`src/rtl/irams_pkg.sv`:
```
// ----------------------------------------------------------------------------
// I2C register access sequencer package
// Shared codes, widths and the result word type.
// ----------------------------------------------------------------------------
package irams_pkg;

  // Input word kinds
  localparam logic [2:0] KIND_START_WRITE = 3'd0;
  localparam logic [2:0] KIND_START_READ  = 3'd1;
  localparam logic [2:0] KIND_EVENT       = 3'd2;
  localparam logic [2:0] KIND_TICK        = 3'd3;
  localparam logic [2:0] KIND_BYTE        = 3'd4;

  // Engine event codes
  localparam logic [2:0] EV_MODE_SELECT = 3'd0;
  localparam logic [2:0] EV_TX_SELECTED = 3'd1;
  localparam logic [2:0] EV_BYTE_SENT   = 3'd2;
  localparam logic [2:0] EV_RX_SELECTED = 3'd3;
  localparam logic [2:0] EV_BYTE_RECVD  = 3'd4;
  localparam logic [2:0] EV_BUS_FREE    = 3'd5;

  // Actions requested of the engine
  localparam logic [3:0] ACT_NONE      = 4'd0;
  localparam logic [3:0] ACT_START     = 4'd1;
  localparam logic [3:0] ACT_SEND_ADDR = 4'd2;
  localparam logic [3:0] ACT_SEND_DATA = 4'd3;
  localparam logic [3:0] ACT_STOP      = 4'd4;
  localparam logic [3:0] ACT_NACK_STOP = 4'd5;
  localparam logic [3:0] ACT_ACK_ON    = 4'd6;
  localparam logic [3:0] ACT_RECOVER   = 4'd7;
  localparam logic [3:0] ACT_READ_BYTE = 4'd8;
  localparam logic [3:0] ACT_WANT_BYTE = 4'd9;

  // Transaction status codes
  localparam logic [2:0] ST_OK           = 3'd0;
  localparam logic [2:0] ST_BUSY_TIMEOUT = 3'd1;
  localparam logic [2:0] ST_START        = 3'd2;
  localparam logic [2:0] ST_ADDRESS      = 3'd3;
  localparam logic [2:0] ST_BYTE_SENT    = 3'd4;
  localparam logic [2:0] ST_RESTART      = 3'd5;
  localparam logic [2:0] ST_READ_ADDRESS = 3'd6;
  localparam logic [2:0] ST_RX_TIMEOUT   = 3'd7;

  localparam int unsigned TIMEOUT_BITS  = 10;
  localparam logic [9:0]  TIMEOUT_RESET = 10'd100;
  localparam logic [9:0]  ELAPSED_MAX   = 10'd1023;

  localparam int unsigned OQ_DEPTH    = 4;
  localparam int unsigned OQ_PTR_BITS = 2;
  localparam int unsigned OQ_CNT_BITS = 3;

  typedef struct packed {
    logic [3:0] action;
    logic [7:0] out_byte;
    logic [2:0] status;
    logic       last;
  } res_t;

  // Up to two result words produced by one input word; b is valid only with a.
  typedef struct packed {
    logic valid_a;
    logic valid_b;
    res_t res_a;
    res_t res_b;
  } res_pair_t;

endpackage

```
`src/rtl/irams_seq.sv`:
```
// ----------------------------------------------------------------------------
// I2C register access sequencer: transaction state machine
// Holds the transaction state and turns one input word into up to two
// result words in a single step.
// ----------------------------------------------------------------------------
module irams_seq
  import irams_pkg::*;
#(
  parameter int unsigned COUNT_BITS = 16
) (
  input  logic                    clk_i,
  input  logic                    rst_ni,
  input  logic                    fire_i,
  input  logic [2:0]              kind_i,
  input  logic [7:0]              device_address_i,
  input  logic [7:0]              register_address_i,
  input  logic [15:0]             byte_count_i,
  input  logic [2:0]              event_code_i,
  input  logic [7:0]              data_in_i,
  input  logic [TIMEOUT_BITS-1:0] timeout_ms_i,
  output res_pair_t               res_o
);

  localparam logic [3:0] PH_IDLE      = 4'd0;
  localparam logic [3:0] PH_BUSY      = 4'd1;
  localparam logic [3:0] PH_W_START   = 4'd2;
  localparam logic [3:0] PH_W_ADDR    = 4'd3;
  localparam logic [3:0] PH_W_REG     = 4'd4;
  localparam logic [3:0] PH_W_WANT    = 4'd5;
  localparam logic [3:0] PH_W_DATA    = 4'd6;
  localparam logic [3:0] PH_R_START   = 4'd7;
  localparam logic [3:0] PH_R_ADDR    = 4'd8;
  localparam logic [3:0] PH_R_REG     = 4'd9;
  localparam logic [3:0] PH_R_RESTART = 4'd10;
  localparam logic [3:0] PH_R_RADDR   = 4'd11;
  localparam logic [3:0] PH_R_DATA    = 4'd12;

  logic [3:0]              phase_q, phase_d;
  logic [7:0]              device_q, device_d;
  logic [7:0]              register_q, register_d;
  logic [COUNT_BITS-1:0]   bytes_left_q, bytes_left_d;
  logic [COUNT_BITS-1:0]   bytes_dec;
  logic [TIMEOUT_BITS-1:0] elapsed_q, elapsed_d;
  logic [TIMEOUT_BITS-1:0] elapsed_inc;
  logic [2:0]              phase_err;

  assign bytes_dec   = bytes_left_q - COUNT_BITS'(1);
  assign elapsed_inc = (elapsed_q == ELAPSED_MAX) ? elapsed_q : elapsed_q + 10'd1;

  always_comb begin
    unique case (phase_q)
      PH_BUSY:                               phase_err = ST_BUSY_TIMEOUT;
      PH_W_START, PH_R_START:                phase_err = ST_START;
      PH_W_ADDR, PH_R_ADDR:                  phase_err = ST_ADDRESS;
      PH_W_REG, PH_W_DATA, PH_R_REG:         phase_err = ST_BYTE_SENT;
      PH_R_RESTART:                          phase_err = ST_RESTART;
      PH_R_RADDR:                            phase_err = ST_READ_ADDRESS;
      default:                               phase_err = ST_RX_TIMEOUT;
    endcase
  end

  always_comb begin
    phase_d      = phase_q;
    device_d     = device_q;
    register_d   = register_q;
    bytes_left_d = bytes_left_q;
    elapsed_d    = elapsed_q;
    res_o        = '0;

    if (fire_i) begin
      unique case (kind_i)
        KIND_START_WRITE, KIND_START_READ: begin
          if (phase_q == PH_IDLE) begin
            device_d     = device_address_i;
            register_d   = register_address_i;
            bytes_left_d = COUNT_BITS'(byte_count_i);
            elapsed_d    = '0;
            if (kind_i == KIND_START_WRITE) begin
              res_o.valid_a        = 1'b1;
              res_o.res_a.action   = ACT_START;
              phase_d              = PH_W_START;
            end else begin
              phase_d = PH_BUSY;
            end
          end
        end

        KIND_TICK: begin
          if (phase_q != PH_IDLE && phase_q != PH_W_WANT) begin
            elapsed_d = elapsed_inc;
            if (elapsed_inc >= timeout_ms_i) begin
              // A busy-bus timeout leaves the engine alone; every other one
              // asks for recovery.
              res_o.valid_a      = 1'b1;
              res_o.res_a.action = (phase_q == PH_BUSY) ? ACT_NONE : ACT_RECOVER;
              res_o.res_a.status = phase_err;
              res_o.res_a.last   = 1'b1;
              phase_d            = PH_IDLE;
              elapsed_d          = '0;
            end
          end
        end

        KIND_BYTE: begin
          if (phase_q == PH_W_WANT) begin
            res_o.valid_a        = 1'b1;
            res_o.res_a.action   = ACT_SEND_DATA;
            res_o.res_a.out_byte = data_in_i;
            bytes_left_d         = bytes_dec;
            phase_d              = PH_W_DATA;
            elapsed_d            = '0;
          end
        end

        KIND_EVENT: begin
          unique case (phase_q)
            PH_BUSY: begin
              if (event_code_i == EV_BUS_FREE) begin
                res_o.valid_a      = 1'b1;
                res_o.res_a.action = ACT_START;
                phase_d            = PH_R_START;
                elapsed_d          = '0;
              end
            end
            PH_W_START, PH_R_START: begin
              if (event_code_i == EV_MODE_SELECT) begin
                res_o.valid_a        = 1'b1;
                res_o.res_a.action   = ACT_SEND_ADDR;
                res_o.res_a.out_byte = {device_q[7:1], 1'b0};
                phase_d              = (phase_q == PH_W_START) ? PH_W_ADDR : PH_R_ADDR;
                elapsed_d            = '0;
              end
            end
            PH_W_ADDR, PH_R_ADDR: begin
              if (event_code_i == EV_TX_SELECTED) begin
                res_o.valid_a        = 1'b1;
                res_o.res_a.action   = ACT_SEND_DATA;
                res_o.res_a.out_byte = register_q;
                phase_d              = (phase_q == PH_W_ADDR) ? PH_W_REG : PH_R_REG;
                elapsed_d            = '0;
              end
            end
            PH_W_REG, PH_W_DATA: begin
              if (event_code_i == EV_BYTE_SENT) begin
                res_o.valid_a = 1'b1;
                elapsed_d     = '0;
                if (bytes_left_q == '0) begin
                  res_o.res_a.action = ACT_STOP;
                  res_o.res_a.last   = 1'b1;
                  phase_d            = PH_IDLE;
                end else begin
                  res_o.res_a.action = ACT_WANT_BYTE;
                  phase_d            = PH_W_WANT;
                end
              end
            end
            PH_R_REG: begin
              if (event_code_i == EV_BYTE_SENT) begin
                res_o.valid_a      = 1'b1;
                res_o.res_a.action = ACT_START;
                phase_d            = PH_R_RESTART;
                elapsed_d          = '0;
              end
            end
            PH_R_RESTART: begin
              if (event_code_i == EV_MODE_SELECT) begin
                res_o.valid_a        = 1'b1;
                res_o.res_a.action   = ACT_SEND_ADDR;
                res_o.res_a.out_byte = {device_q[7:1], 1'b1};
                phase_d              = PH_R_RADDR;
                elapsed_d            = '0;
              end
            end
            PH_R_RADDR: begin
              if (event_code_i == EV_RX_SELECTED) begin
                elapsed_d = '0;
                if (bytes_left_q == '0) begin
                  // Nothing to receive: close the bus and restore ACK.
                  res_o.valid_a      = 1'b1;
                  res_o.res_a.action = ACT_STOP;
                  res_o.valid_b      = 1'b1;
                  res_o.res_b.action = ACT_ACK_ON;
                  res_o.res_b.last   = 1'b1;
                  phase_d            = PH_IDLE;
                end else begin
                  res_o.valid_a      = (bytes_left_q == COUNT_BITS'(1));
                  res_o.res_a.action = ACT_NACK_STOP;
                  phase_d            = PH_R_DATA;
                end
              end
            end
            PH_R_DATA: begin
              if (event_code_i == EV_BYTE_RECVD) begin
                res_o.valid_a        = 1'b1;
                res_o.res_a.action   = ACT_READ_BYTE;
                res_o.res_a.out_byte = data_in_i;
                bytes_left_d         = bytes_dec;
                elapsed_d            = '0;
                if (bytes_dec == '0) begin
                  res_o.valid_b      = 1'b1;
                  res_o.res_b.action = ACT_ACK_ON;
                  res_o.res_b.last   = 1'b1;
                  phase_d            = PH_IDLE;
                end else begin
                  res_o.valid_b      = (bytes_dec == COUNT_BITS'(1));
                  res_o.res_b.action = ACT_NACK_STOP;
                end
              end
            end
            default: ;
          endcase
        end

        default: ;
      endcase
    end
  end

  always_ff @(posedge clk_i or negedge rst_ni) begin
    if (!rst_ni) begin
      phase_q      <= PH_IDLE;
      device_q     <= '0;
      register_q   <= '0;
      bytes_left_q <= '0;
      elapsed_q    <= '0;
    end else begin
      phase_q      <= phase_d;
      device_q     <= device_d;
      register_q   <= register_d;
      bytes_left_q <= bytes_left_d;
      elapsed_q    <= elapsed_d;
    end
  end

endmodule

```
`src/rtl/irams_outq.sv`:
```
// ----------------------------------------------------------------------------
// I2C register access sequencer: result queue
// Small queue taking up to two result words a cycle and giving one while the consumer is ready.
// ----------------------------------------------------------------------------
module irams_outq
  import irams_pkg::*;
(
  input  logic      clk_i,
  input  logic      rst_ni,
  input  res_pair_t push_i,
  output logic      room_o,
  output logic      valid_o,
  input  logic      ready_i,
  output res_t      head_o
);

  res_t                   entry_q [OQ_DEPTH];
  logic [OQ_PTR_BITS-1:0] wr_ptr_q, wr_ptr_d;
  logic [OQ_PTR_BITS-1:0] rd_ptr_q, rd_ptr_d;
  logic [OQ_CNT_BITS-1:0] count_q, count_d;
  logic [OQ_PTR_BITS-1:0] wr_next;
  logic [OQ_CNT_BITS-1:0] n_push;
  logic                   pop;

  assign wr_next = wr_ptr_q + OQ_PTR_BITS'(1);
  assign pop     = valid_o && ready_i;
  assign n_push  = OQ_CNT_BITS'(push_i.valid_a) + OQ_CNT_BITS'(push_i.valid_b);
  assign wr_ptr_d = wr_ptr_q + OQ_PTR_BITS'(n_push);
  assign rd_ptr_d = rd_ptr_q + OQ_PTR_BITS'(pop);
  assign count_d  = count_q + n_push - OQ_CNT_BITS'(pop);

  // Room for the worst case of one step, from registered state only.
  assign room_o  = count_q <= OQ_CNT_BITS'(OQ_DEPTH - 2);
  assign valid_o = count_q != '0;
  assign head_o  = entry_q[rd_ptr_q];

  always_ff @(posedge clk_i) begin
    if (push_i.valid_a) begin
      entry_q[wr_ptr_q] <= push_i.res_a;
    end
    if (push_i.valid_b) begin
      entry_q[wr_next] <= push_i.res_b;
    end
  end

  always_ff @(posedge clk_i or negedge rst_ni) begin
    if (!rst_ni) begin
      wr_ptr_q <= '0;
      rd_ptr_q <= '0;
      count_q  <= '0;
    end else begin
      wr_ptr_q <= wr_ptr_d;
      rd_ptr_q <= rd_ptr_d;
      count_q  <= count_d;
    end
  end

endmodule

```
`src/rtl/i2c_register_access_master_sequencer.sv`:
```
// ----------------------------------------------------------------------------
// I2C register access master sequencer
// Drives register-addressed read and write transactions on a byte-level I2C
// master engine, with a per-phase millisecond timeout.
// ----------------------------------------------------------------------------
// The block takes one word per clock cycle on the slave stream and answers
// with zero, one or two words on the master stream. An accepted word is held
// in an input register, then the transaction state machine consumes it in a
// single step and places its results in a four-word result queue, from which
// the master stream offers them in order. The input side keeps accepting a
// word every cycle as long as the result queue holds no more than two words;
// a slow consumer on the master side therefore stalls the input only once the
// queue holds three words or more. A write transaction issues start, the
// address with the write direction, the register index, then for each data
// byte a request for it and the byte the user supplies, then stop. A read
// transaction first waits for the bus to be free, then issues start, address
// with write direction, register index, repeated start and address with read
// direction, and receives the data bytes, asking for NACK plus stop before
// the last one and turning ACK back on at the end; a read of zero bytes
// issues stop and then turns ACK back on. Every wait for an engine event is
// limited to timeout_ms millisecond ticks; on expiry the transaction ends
// with an error status and a recover action, except for a busy-bus timeout,
// which reports with no action. The timeout register may only be written
// while no transaction is in progress.
// ----------------------------------------------------------------------------
module i2c_register_access_master_sequencer
  import irams_pkg::*;
#(
  parameter int unsigned COUNT_BITS = 16
) (
  input  logic        clk_i,
  input  logic        rst_ni,
  // Slave stream
  input  logic        s_axis_tvalid,
  output logic        s_axis_tready,
  // [7:0] device_address, [15:8] register_address, [31:16] byte_count,
  // [34:32] event_code, [42:35] data_in, [47:43] zero
  input  logic [47:0] s_axis_tdata,
  // [2:0] kind
  input  logic [2:0]  s_axis_tuser,
  // Master stream
  output logic        m_axis_tvalid,
  input  logic        m_axis_tready,
  // [7:0] out_byte, [10:8] status, [15:11] zero
  output logic [15:0] m_axis_tdata,
  // [3:0] action
  output logic [3:0]  m_axis_tuser,
  output logic        m_axis_tlast,
  // Configuration: timeout_ms
  input  logic        cfg_valid_i,
  output logic        cfg_ready_o,
  input  logic [9:0]  cfg_data_i
);

  logic                    in_valid_q;
  logic [47:0]             in_data_q;
  logic [2:0]              in_kind_q;
  logic                    fire;
  logic                    room;
  logic [TIMEOUT_BITS-1:0] timeout_q;
  res_pair_t               step_res;
  res_t                    head;

  // The held word is consumed whenever the queue can take its worst case.
  assign fire          = in_valid_q && room;
  assign s_axis_tready = !in_valid_q || fire;
  assign cfg_ready_o   = 1'b1;

  always_ff @(posedge clk_i or negedge rst_ni) begin
    if (!rst_ni) begin
      in_valid_q <= 1'b0;
      timeout_q  <= TIMEOUT_RESET;
    end else begin
      if (s_axis_tready) begin
        in_valid_q <= s_axis_tvalid;
      end
      if (cfg_valid_i) begin
        timeout_q <= cfg_data_i;
      end
    end
  end

  always_ff @(posedge clk_i) begin
    if (s_axis_tvalid && s_axis_tready) begin
      in_data_q <= s_axis_tdata;
      in_kind_q <= s_axis_tuser;
    end
  end

  irams_seq #(
    .COUNT_BITS(COUNT_BITS)
  ) u_seq (
    .clk_i              (clk_i),
    .rst_ni             (rst_ni),
    .fire_i             (fire),
    .kind_i             (in_kind_q),
    .device_address_i   (in_data_q[7:0]),
    .register_address_i (in_data_q[15:8]),
    .byte_count_i       (in_data_q[31:16]),
    .event_code_i       (in_data_q[34:32]),
    .data_in_i          (in_data_q[42:35]),
    .timeout_ms_i       (timeout_q),
    .res_o              (step_res)
  );

  irams_outq u_outq (
    .clk_i   (clk_i),
    .rst_ni  (rst_ni),
    .push_i  (step_res),
    .room_o  (room),
    .valid_o (m_axis_tvalid),
    .ready_i (m_axis_tready),
    .head_o  (head)
  );

  assign m_axis_tdata = {5'd0, head.status, head.out_byte};
  assign m_axis_tuser = head.action;
  assign m_axis_tlast = head.last;

endmodule

```
`config.mk`:
```
export PLATFORM = sky130hd
export DESIGN_NAME = i2c_register_access_master_sequencer
export DESIGN_NICKNAME = d
export VERILOG_FILES = /design/src/rtl/irams_pkg.sv /design/src/rtl/irams_seq.sv /design/src/rtl/irams_outq.sv /design/src/rtl/i2c_register_access_master_sequencer.sv
export SDC_FILE = /design/constraint.sdc
export NUM_CORES = 1
export LEC_CHECK = 0
export BUFFER_PORTS_ARGS = -buffer_cell sky130_fd_sc_hd__clkbuf_2
export CORE_MARGIN = 4
export CORE_UTILIZATION = 25
export DETAILED_ROUTE_END_ITERATION = 10
export PLACE_DENSITY = 0.49
export SLEW_MARGIN = 20
export SYNTH_ARGS = -nofsm -noshare
export SYNTH_HDL_FRONTEND = slang
export SYNTH_SLANG_ARGS = --single-unit
```
`constraint.sdc`:
```
create_clock -name clk_i -period 7.3 [get_ports clk_i]
set_input_delay 0.365 -clock clk_i [delete_from_list [all_inputs] [get_ports clk_i]]
set_output_delay 0.365 -clock clk_i [all_outputs]
set_load 0.05 [all_outputs]
```
==> impl_metrics.json <==
{
  "status": "finished, final reports clean",
  "overflow": 0,
  "wl_per_cell_um": 17.6,
  "finalMaxSlewViolations": 0,
  "clk_latency_ns": 0.45,
  "die_x_um": 199,
  "start_util_pct": 25.4,
  "yosysWarnings": 0,
  "yosysUniqueCellTypes": 78,
  "crit_end": "u_outq.count_q[2]",
  "startpoint": "in_kind_q[1]",
  "ir_drop_mv": 0.171,
  "leakagePower_nw": 3.91,
  "fmax_ghz": 0.213,
  "placementRows": 69,
  "finClkSkew_ns": 0.0114,
  "path_class": "reg2reg",
  "wl_um": 24400,
  "clockBufferDepth": 2,
  "antenna_found_initial": 0,
  "arrival_ns": 5.02,
  "cp.required_ns": 7.63,
  "power_mw": 3.34,
  "viasPerCell": 4.92,
  "layout-drive-gt1-share_pct": 19.9,
  "tightest_slew_ns": 1.01,
  "numCtsBuffers": 17,
  "post_cts_buffers": 0,
  "ios": 90,
  "fin_crit_sh_pct": 64.2,
  "first_global_vias": 6718,
  "crit_fanout": 12,
  "final_common_cell": "clkbuf_2",
  "firstDrtPassIters": 5,
  "grt_start_max_net_pins": 64,
  "cts.htree.levels": 4,
  "syn_to_final_growth_pct": 14.8,
  "cts_root_buffer": "clkbuf_16",
  "grt_setup_unrepaired": "false",
  "synthArstFlopShare_pct": 36.6,
  "die_h_um": 199,
  "place_congestion": 0.807,
  "cts_sinks": 172,
  "path_clk_slew_ns": 0.07,
  "ant_nets": 0,
  "yosys_most_used_dff": "edfxtp_1",
  "yosysSeqAreaShare_pct": 48.1,
  "r2r_end": "u_outq.count_q[2]",
  "synth_cells": 862,
  "fin_nets": 1005,
  "power_density_nw_per_um2": 320,
  "endpoint_kind": "flop",
  "synth_top_area_cell": "edfxtp_1",
  "drcViolationCount": 0,
  "startpoint_type": "flop",
  "reg2reg_from": "in_kind_q[1]",
  "cts_tree": "yes",
  "min_path_type": "in2reg",
  "maxCapViolCount": 0,
  "io_buffers": 77,
  "tns_ns": 0,
  "ff2ff_setup_slack_ns": 2.61,
  "grt_pass1_wl_um": 38900,
  "yosysTopAreaCellShare_pct": 20.2,
  "die-area_um2": 39400,
  "avgSynthCellArea_um2": 10.5,
  "holdBufCountCts": 0,
  "worstRegToRegCells": 11,
  "nFillCells": 3790,
  "hpwl_um": 17400,
  "final_cell_mix": "clkbuf_2, o21ai_0, edfxtp_1, nand2_1, dfrtp_1",
  "diodes": 0,
  "synth.area.top_cells": "edfxtp_1, dfrtp_1, dfxtp_1",
  "max_slew_margin_pct": 32.0,
  "synth.cell_area_um2": 9080,
  "post-route-min-period_ns": 4.69,
  "drt_iter0_drc": 443,
  "synth_edf_count": 61,
  "place_area_um2": 9870,
  "cts_resized": 0,
  "hold_viol": 0,
  "final_area_um2": 10400,
  "ys_ff_latch": 172,
  "setup_violations": 0,
  "vias": 6816,
  "coreArea_um2": 35700,
  "track_usage_pct": 12.6
}
[stage by stage]
step | cells | util (%) | hold WS [ns] | worst slack [ns]
finish | 1386 | 29.2 | 0.0887 | 2.61
global route | 1386 | 29.2 | 0.0678 | 2.27
CTS | 1386 | 29.1 | 0.0628 | 2.60
detailed placement | 1354 | 27.6 | 0.445 | 2.64
global placement | 1354 | 27.6 | 0.443 | 2.65
floorplan | 866 | - | 0.0694 | 3.30
[flip-flops by register name (all words and copies together), names as in the netlist, 3 cells and up]
name / flops
timeout_q: 10
u_outq.entry_q: 64
u_seq.register_q: 8
in_data_q: 42
u_seq.bytes_left_q: 16
u_seq.device_q: 7
u_seq.phase_q: 4
in_kind_q: 3
u_seq.elapsed_q: 10
u_outq.count_q: 3
[worst max-delay path, cell delays in order (launching register included)]
cell,delay [ns]
edfxtp_1,0.57
nor2b_1,0.55
nand2b_1,0.46
nor3_1,0.53
o21ai_0,0.29
o41ai_4,0.74
ha_1,0.33
inv_1,0.06
ha_1,0.31
fa_1,0.44
xor2_1,0.16
xnor2_1,0.12
[synthesized netlist by cell type (all sizes together) (14+ instances only)]
master	instances
ha	26
mux4	17
nand2b	20
nor3	19
nand3	19
nor2	55
a21oi	41
nand2	60
inv	34
dfrtp	60
buf	22
o21ai	66
a22o	25
o2bb2ai	23
mux2	20
a22oi	14
edfxtp	61
clkbuf	38
dfxtp	48
mux2i	21
[routing by layer]
| metal | share of wire, % | vias to the layer above | track usage, % |
|---|---|---|---|
| met4 | 1.6 | 0 | 3.67 |
| met3 | 3.7 | 26 | 2.29 |
| met2 | 46 | 143 | 19.7 |
| li1 | - | 3307 | - |
| met5 | 0 | - | 0 |
| met1 | 49 | 3340 | 18.0 |
[worst min path at each step]
stage | from | end | cells past startpoint
5_1_grt | s_axis_tdata[9] | in_data_q[9] | 1
2_1_floorplan | rst_ni | in_valid_q | 0
3_5_place_dp | u_outq.entry_q[1][11] | u_outq.entry_q[1][11] | 1
3_3_place_gp | u_outq.entry_q[2][6] | u_outq.entry_q[2][6] | 1
4_1_cts | s_axis_tdata[9] | in_data_q[9] | 1
6_report | s_axis_tdata[41] | in_data_q[41] | 1
[where the power goes]
group          switching, mW  internal [mW]
Clock                  0.411          0.452
Combinational          0.693          0.397
Sequential             0.191           1.19
[cell families (layout without fill, tap and decap cells)]
group	after synthesis	in the layout	share of synthesized area [%]
AOI/OAI and AO/OA	235	235	18.0
xor gates and xnor gates	15	15	1.45
adders and majority gates	27	27	3.80
buffers and inverters	94	153	4.56
DFF	172	172	48.1
muxes	58	58	9.01
other	2	6	0.0827
and+or+nand+nor	259	259	15.0
[layout make-up]
type,count,area [um2],share of cell area [%]
clock inverter,13,104,0.996
timing repair buffer,87,460,4.42
tap,461,577,5.53
clock buffer,19,443,4.25
multi-input combinational,600,4340,41.7
inverter,34,128,1.22
sequential,172,4370,41.9
Power figures use the tool's default switching activity.
